===== src/rtl/core/lmfs_pkg.sv =====
`timescale 1ns / 1ps
package lmfs_pkg;

  localparam int POS_W      = 5;
  localparam int MASK_W     = 16;
  localparam int ROW_W      = 4;
  localparam int TAIL_EXTRA = 3;
  localparam logic [ROW_W-1:0] LAST_ROW = 4'd15;

  localparam logic [1:0] KIND_SCAN    = 2'd0;
  localparam logic [1:0] KIND_ADVANCE = 2'd1;
  localparam logic [1:0] KIND_SPAWN   = 2'd2;

  typedef struct packed {
    logic [1:0] kind;
    logic [3:0] column;
  } in_item_t;

  typedef struct packed {
    logic [ROW_W-1:0]  row_index;
    logic [MASK_W-1:0] column_mask;
    logic              frame_end;
  } out_item_t;

  typedef enum logic [1:0] {
    S_IDLE,
    S_READ,
    S_WORK,
    S_FINISH
  } state_t;

  typedef struct packed {
    logic load;
    logic work;
    logic step;
    logic finish;
  } cmd_t;

  typedef struct packed {
    logic [1:0] kind;
    logic       last_col;
    logic       out_free;
  } status_t;

endpackage


===== src/rtl/core/lmfs_ram.sv =====
`timescale 1ns / 1ps
module lmfs_ram #(
  parameter int WIDTH = 20,
  parameter int DEPTH = 16
) (
  input  logic                                      clk,
  input  logic                                      we,
  input  logic [((DEPTH > 1) ? $clog2(DEPTH) : 1)-1:0] waddr,
  input  logic [WIDTH-1:0]                          wdata,
  input  logic [((DEPTH > 1) ? $clog2(DEPTH) : 1)-1:0] raddr,
  output logic [WIDTH-1:0]                          rdata
);
  logic [WIDTH-1:0] mem [DEPTH];

  always_ff @(posedge clk) begin
    if (we) begin
      mem[waddr] <= wdata;
    end
    rdata <= mem[raddr];
  end
endmodule


===== src/rtl/core/lmfs_ctrl.sv =====
`timescale 1ns / 1ps
module lmfs_ctrl (
  input  logic            clk,
  input  logic            rst,
  input  logic            in_valid,
  output logic            in_stall,
  input  lmfs_pkg::status_t status,
  output lmfs_pkg::cmd_t    cmd
);
  lmfs_pkg::state_t state;
  lmfs_pkg::state_t state_next;

  always_ff @(posedge clk) begin
    if (rst) begin
      state <= lmfs_pkg::S_IDLE;
    end else begin
      state <= state_next;
    end
  end

  always_comb begin
    state_next = state;
    cmd        = '0;
    in_stall   = 1'b1;
    case (state)
      lmfs_pkg::S_IDLE: begin
        in_stall = 1'b0;
        if (in_valid) begin
          cmd.load   = 1'b1;
          state_next = lmfs_pkg::S_READ;
        end
      end
      lmfs_pkg::S_READ: begin
        // unused kind: drop without touching the store
        if (!(status.kind inside {lmfs_pkg::KIND_SCAN, lmfs_pkg::KIND_ADVANCE,
                                  lmfs_pkg::KIND_SPAWN})) begin
          state_next = lmfs_pkg::S_IDLE;
        end else begin
          state_next = lmfs_pkg::S_WORK;
        end
      end
      lmfs_pkg::S_WORK: begin
        cmd.work = 1'b1;
        if (status.kind == lmfs_pkg::KIND_SPAWN || status.last_col) begin
          if (status.kind == lmfs_pkg::KIND_SCAN) begin
            state_next = lmfs_pkg::S_FINISH;
          end else begin
            state_next = lmfs_pkg::S_IDLE;
          end
        end else begin
          cmd.step   = 1'b1;
          state_next = lmfs_pkg::S_READ;
        end
      end
      lmfs_pkg::S_FINISH: begin
        // hold until the output register can take the transfer
        if (status.out_free) begin
          cmd.finish = 1'b1;
          state_next = lmfs_pkg::S_IDLE;
        end
      end
      default: begin
        state_next = lmfs_pkg::S_IDLE;
      end
    endcase
  end
endmodule


===== src/rtl/core/lmfs_datapath.sv =====
`timescale 1ns / 1ps
module lmfs_datapath #(
  parameter int STREAKS_PER_COLUMN = 4,
  parameter int TRAVEL_ROWS        = 16,
  parameter int COLUMNS            = 16
) (
  input  logic                clk,
  input  logic                rst,
  input  lmfs_pkg::in_item_t  in_item,
  input  lmfs_pkg::cmd_t      cmd,
  output lmfs_pkg::status_t   status,
  output logic                out_valid,
  input  logic                out_stall,
  output lmfs_pkg::out_item_t out_item
);
  localparam int COL_W  = (COLUMNS > 1) ? $clog2(COLUMNS) : 1;
  localparam int LINE_W = STREAKS_PER_COLUMN * lmfs_pkg::POS_W;
  localparam logic [lmfs_pkg::POS_W:0] LIMIT =
    (lmfs_pkg::POS_W + 1)'(TRAVEL_ROWS + lmfs_pkg::TAIL_EXTRA);
  localparam logic [COL_W-1:0] LAST_COL = COL_W'(COLUMNS - 1);

  logic [1:0]                  kind;
  logic [COL_W-1:0]            col;
  logic                        col_ok;
  logic [lmfs_pkg::MASK_W-1:0] mask;
  logic [lmfs_pkg::MASK_W-1:0] mask_next;
  logic [lmfs_pkg::ROW_W-1:0]  scan_row;
  logic [COLUMNS-1:0]          valid;

  logic [LINE_W-1:0] rdata;
  logic [LINE_W-1:0] line;
  logic [LINE_W-1:0] line_next;
  logic              hit;
  logic              we;

  lmfs_ram #(
    .WIDTH (LINE_W),
    .DEPTH (COLUMNS)
  ) u_ram (
    .clk   (clk),
    .we    (we),
    .waddr (col),
    .wdata (line_next),
    .raddr (col),
    .rdata (rdata)
  );

  // a column never written reads as all slots empty
  assign line = valid[col] ? rdata : '0;

  always_comb begin
    logic [lmfs_pkg::POS_W-1:0] p;
    logic [lmfs_pkg::POS_W-1:0] r0;
    logic                       placed;
    line_next = line;
    hit       = 1'b0;
    placed    = 1'b0;
    r0        = {1'b0, scan_row};
    for (int s = 0; s < STREAKS_PER_COLUMN; s++) begin
      p = line[s*lmfs_pkg::POS_W +: lmfs_pkg::POS_W];
      if (p != '0 && (p == r0 || p == r0 + 5'd1 || p == r0 + 5'd2)) begin
        hit = 1'b1;
      end
      if (kind == lmfs_pkg::KIND_ADVANCE) begin
        if (p != '0 && {1'b0, p} < LIMIT) begin
          line_next[s*lmfs_pkg::POS_W +: lmfs_pkg::POS_W] = p + 5'd1;
        end else begin
          line_next[s*lmfs_pkg::POS_W +: lmfs_pkg::POS_W] = '0;
        end
      end else if (p == '0 && !placed) begin
        line_next[s*lmfs_pkg::POS_W +: lmfs_pkg::POS_W] = 5'd1;
        placed = 1'b1;
      end
    end
  end

  assign we = cmd.work &&
              (kind == lmfs_pkg::KIND_ADVANCE || (kind == lmfs_pkg::KIND_SPAWN && col_ok));

  always_comb begin
    mask_next = mask;
    for (int j = 0; j < lmfs_pkg::MASK_W; j++) begin
      if (j < COLUMNS) begin
        if (hit && col == COL_W'(j)) begin
          mask_next[j] = 1'b1;
        end
      end
    end
  end

  always_ff @(posedge clk) begin
    if (rst) begin
      valid     <= '0;
      scan_row  <= '0;
      out_valid <= 1'b0;
      kind      <= lmfs_pkg::KIND_SCAN;
    end else begin
      if (cmd.load) begin
        kind <= in_item.kind;
      end
      if (we) begin
        valid[col] <= 1'b1;
      end
      if (cmd.finish) begin
        out_valid <= 1'b1;
        scan_row  <= scan_row + 4'd1;
      end else if (out_valid && !out_stall) begin
        out_valid <= 1'b0;
      end
    end
  end

  always_ff @(posedge clk) begin
    if (cmd.load) begin
      mask   <= '0;
      col_ok <= ({1'b0, in_item.column} < 5'(COLUMNS));
      if (in_item.kind == lmfs_pkg::KIND_SPAWN) begin
        col <= in_item.column[COL_W-1:0];
      end else begin
        col <= '0;
      end
    end else begin
      if (cmd.work && kind == lmfs_pkg::KIND_SCAN) begin
        mask <= mask_next;
      end
      if (cmd.step) begin
        col <= col + COL_W'(1);
      end
    end
    if (cmd.finish) begin
      out_item.row_index   <= scan_row;
      out_item.column_mask <= mask;
      out_item.frame_end   <= (scan_row == lmfs_pkg::LAST_ROW);
    end
  end

  assign status.kind     = kind;
  assign status.last_col = (col == LAST_COL);
  assign status.out_free = !out_valid || !out_stall;
endmodule


===== src/rtl/core/led_matrix_falling_streaks_unit.sv =====
`timescale 1ns / 1ps
// channel | handshake            | payload
// input   | in_valid / in_stall  | in_item  (kind, column)
// output  | out_valid / out_stall| out_item (row_index, column_mask, frame_end)
//
// Spawn reads and works on its one column; advance and scan read and work on each column in turn.
// Column lines are read from the slot RAM; advance and an in-range spawn write them back.
// Synchronous reset empties every column through per-column valid bits, no clearing pass.
// A finished scan result waits in the output register while the next item is taken;
// a further scan holds before its output transfer until that register frees up.
module led_matrix_falling_streaks_unit #(
  parameter int STREAKS_PER_COLUMN = 4,
  parameter int TRAVEL_ROWS        = 16,
  parameter int COLUMNS            = 16
) (
  input  logic                clk,
  input  logic                rst,
  input  logic                in_valid,
  output logic                in_stall,
  input  lmfs_pkg::in_item_t  in_item,
  output logic                out_valid,
  input  logic                out_stall,
  output lmfs_pkg::out_item_t out_item
);
  lmfs_pkg::cmd_t    cmd;
  lmfs_pkg::status_t status;

  lmfs_ctrl u_ctrl (
    .clk      (clk),
    .rst      (rst),
    .in_valid (in_valid),
    .in_stall (in_stall),
    .status   (status),
    .cmd      (cmd)
  );

  lmfs_datapath #(
    .STREAKS_PER_COLUMN (STREAKS_PER_COLUMN),
    .TRAVEL_ROWS        (TRAVEL_ROWS),
    .COLUMNS            (COLUMNS)
  ) u_datapath (
    .clk       (clk),
    .rst       (rst),
    .in_item   (in_item),
    .cmd       (cmd),
    .status    (status),
    .out_valid (out_valid),
    .out_stall (out_stall),
    .out_item  (out_item)
  );
endmodule


===== config.mk =====
export PLATFORM = sky130hd
export DESIGN_NAME = led_matrix_falling_streaks_unit
export DESIGN_NICKNAME = d
export VERILOG_FILES = /design/src/rtl/core/lmfs_pkg.sv /design/src/rtl/core/lmfs_ram.sv /design/src/rtl/core/lmfs_ctrl.sv /design/src/rtl/core/lmfs_datapath.sv /design/src/rtl/core/led_matrix_falling_streaks_unit.sv
export SDC_FILE = /design/constraint.sdc
export NUM_CORES = 1
export LEC_CHECK = 0
export BUFFER_PORTS_ARGS = -buffer_cell sky130_fd_sc_hd__buf_2
export CORE_MARGIN = 1.5
export CORE_UTILIZATION = 40
export DETAILED_ROUTE_END_ITERATION = 6
export GPL_TIMING_DRIVEN = 0
export SLEW_MARGIN = 25
export SYNTH_ARGS = -nofsm -noshare
export SYNTH_HDL_FRONTEND = slang
export SYNTH_SLANG_ARGS = --single-unit

===== constraint.sdc =====
create_clock -name clk -period 4.8 [get_ports clk]
set_input_delay 0.72 -clock clk [delete_from_list [all_inputs] [get_ports clk]]
set_output_delay 0.72 -clock clk [all_outputs]
set_load 0.01 [all_outputs]

==> results.ini <==
[outcome]
status = finished clean

[sta]
period_needed_ns = 4.46
fmax_mhz = 224
skew_ns = 0.0255
setup-tns-final_ns = 0
slew_violations = 0
rsz0062_at_grt = no
relSlewSlack_pct = 30.5
whs_ns = 0.434
fin_crit_sh_pct = 93.0
worstMarginPinSlew_ns = 1.04
finalHoldViolations = 0
setup_viol = 0

[setup_path]
crit_arrival_ns = 4.71
cp_num_cells = 15
cp_top_family = simple AND/OR/NAND/NOR gates
crit_path_max_fanout = 16
r2r_cells = 15
crit_path_cell_trace = buf_4 -> mux2i_1 -> a21o_1 -> or3_1 -> buf_4 -> nand2_2 -> buf_2 -> buf_1 -> nand2_1 -> ha_1 -> o21ai_1 -> nand2_1 -> a21oi_1 -> a21oi_1 -> nor2_2
worstSetupEndpointType = register
path_buf_inv = 4
max_stage_delay_ns = 0.51
critPathLaunchType = register
cpMaxStageDelayCell = nor2_2
critPathKind = reg2reg
required_ns = 5.05

[synthesis]
synth_fp_nets = 1080
yosys.area.top_type = edfxtp_1
synthFlopType = edfxtp_1
synthArstFlopShare_pct = 0
synth-seq-cells = 406
yosysUniqueCellTypes = 71
ys_top_cells_by_area = edfxtp_1, mux4_2, dfxtp_1
syn-cell-area_um2 = 17000
synth-edff-count = 345
synth.avg_cell_area_um2 = 16.2
yosysTopAreaCellShare_pct = 60.9
yosysSeqAreaShare_pct = 68.0
synth_warnings = 0
synthCells = 1053

[layout]
multiInputGateArea_um2 = 5240
fillers = 3535
drive_gt1_share_pct = 22.5
final_cells = 1717
ff_latch_area_um2 = 11600
areaGrowthSynthToFinish_pct = 16.2
diodes = 0
final_util_pct = 47.2
fin_nets = 1175

[global_routing]
grt_max_degree = 23
antenna_found_initial = 0
grtUsageTotal_pct = 19.3
grt-ovfl-total = 0
grt_pass1_vias = 9601
grt_pass1_wl_um = 62100

[route]
ant_nets = 0
first_pass_iters = 5
drtIter0Drc = 1054
wirelength_um = 41800
wl_per_cell_um = 24.3
num_vias = 9726
drc = 0
via_per_inst = 5.66

[power_and_ir_drop]
p_per_area_nw_per_um2 = 448
ir_drop_mv = 0.219
p_total_mw = 8.86
power_leakage_nw = 6.40

[worst_hold_path]
holdPathStages = 0
hp-class = reg2reg

[placed_design]
placed_cells = 1642
hpwlAfterDp_um = 28700
port_buffers = 31
gp_congestion = 0.916

[cts]
htree_levels = 2
clockRootBuffer = clkbuf_16
clock_sinks = 406
clk-insertion-delay-late_ns = 0.55
path_clk_slew_ns = 0.06
cts_tree = built
cts_max_path_buffers = 3
cts_made_buffers = 41
cts-hold-fix-buffers = 0

[floorplanning]
dieArea_um2 = 43800
num_io_pins = 33
die_x_um = 209
start_util_pct = 40.6
coreArea_um2 = 41900
die_h_um = 209
rows = 75

[flow_run]
maxCapViolCount = 0

registers in the layout, indices dropped and copies added (netlist names), 4 cells and up:
signal,flops
u_datapath.col,4
u_datapath.mask,16
u_datapath.out_item,21
u_datapath.scan_row,4
u_datapath.u_ram.mem,320
u_datapath.u_ram.rdata,20
u_datapath.valid,16
power breakdown:
group | internal [mW] | switching, mW
combinational | 0.591 | 1.07
clock | 1.72 | 1.28
sequential | 4.13 | 0.0671
cells in the final DEF (no fill, tap or decap), types with 5 or more instances in the layout:
master | Yosys | routed
a21oi_1 | 29 | 26
a22oi_1 | 6 | 6
a31oi_1 | 12 | 11
a32o_1 | 17 | 17
and2_1 | 5 | 5
and3_1 | 6 | 6
buf_1 | 13 | 7
buf_16 | 0 | 17
buf_2 | 5 | 40
buf_4 | 4 | 6
clkbuf_1 | 45 | 54
clkbuf_16 | 0 | 42
clkinv_1 | 0 | 6
clkinv_2 | 0 | 7
dfxtp_1 | 61 | 61
edfxtp_1 | 345 | 345
ha_1 | 17 | 17
inv_1 | 16 | 16
mux2i_1 | 7 | 7
mux4_2 | 100 | 100
nand2_1 | 52 | 52
nand2b_1 | 6 | 6
nand3_1 | 32 | 32
nand3b_1 | 5 | 5
nor2_1 | 96 | 80
nor2_4 | 0 | 15
nor2b_1 | 8 | 8
nor3_1 | 13 | 13
nor4_1 | 8 | 8
o21ai_0 | 27 | 25
o21ai_1 | 8 | 7
xnor2_1 | 25 | 25
xor2_1 | 8 | 8
synth_stat cells (6+ instances only):
cell type	instances
buf_1	13
xor2_1	8
nand3_1	32
mux4_2	100
o21ai_0	27
ha_1	17
a22oi_1	6
edfxtp_1	345
a31oi_1	12
a21oi_1	29
and3_1	6
xnor2_1	25
nor2b_1	8
nand2b_1	6
mux2i_1	7
nand2_1	52
nor3_1	13
nor4_1	8
dfxtp_1	61
o21ai_1	8
clkbuf_1	45
inv_1	16
nor2_1	96
a32o_1	17
layer usage:
layer  global-route usage [%]  vias up  part of all wire, %
met5                        0        -                    0
met4                     5.87        0                  2.5
met3                     2.14       60                  4.0
met2                     31.7      245                   48
met1                     27.3     5073                   45
li1                         -     4348                    -
timing repair:
| action | in CTS | in global routing |
|---|---|---|
| setup buffers | 0 | 0 |
| endpoints found under the setup margin | 0 | 48 |
| resized for setup | 0 | 3 |
cell type report:
cell class                 instances  area share (%)
buffer                            70            1.59
clock buffer                      56            5.78
clock inverter                    17           0.607
inverter                          18           0.341
multi-input combinational        559            26.5
sequential                       406            58.5
tap                              539            3.41
timing repair buffer              52            3.30
cell families after synthesis:
logic type / after synthesis / synth area share (%)
flip-flops: 406 / 68.0
AND/OR/NAND/NOR: 250 / 6.89
AO/OA/AOI/OAI: 148 / 6.04
multiplexers: 111 / 13.9
buffers and inverters: 88 / 2.20
XOR/XNOR: 33 / 1.70
adder cells (fa/ha/maj): 17 / 1.25
stage by stage:
stage / cell area (µm²) / worst slack, ns
after global routing: 19800 / 0.109
after global placement: 17900 / -0.425
after detailed placement: 18500 / 0.0157
final: 19800 / 0.338
after floorplan: 17000 / 1.00
after CTS: 19700 / 0.0482
path summary, 6_finish.rpt:
kind | from | end | slack (ns)
max reg2reg | u_datapath.col[0] | u_datapath.u_ram.mem[0][2] | 0.34
min reg2reg | u_datapath.mask[2] | u_datapath.out_item[3] | 0.43
max | u_datapath.col[0] | u_datapath.u_ram.mem[0][2] | 0.34
min | u_datapath.mask[2] | u_datapath.out_item[3] | 0.43
Note: power is estimated with default switching activity, not from simulation.
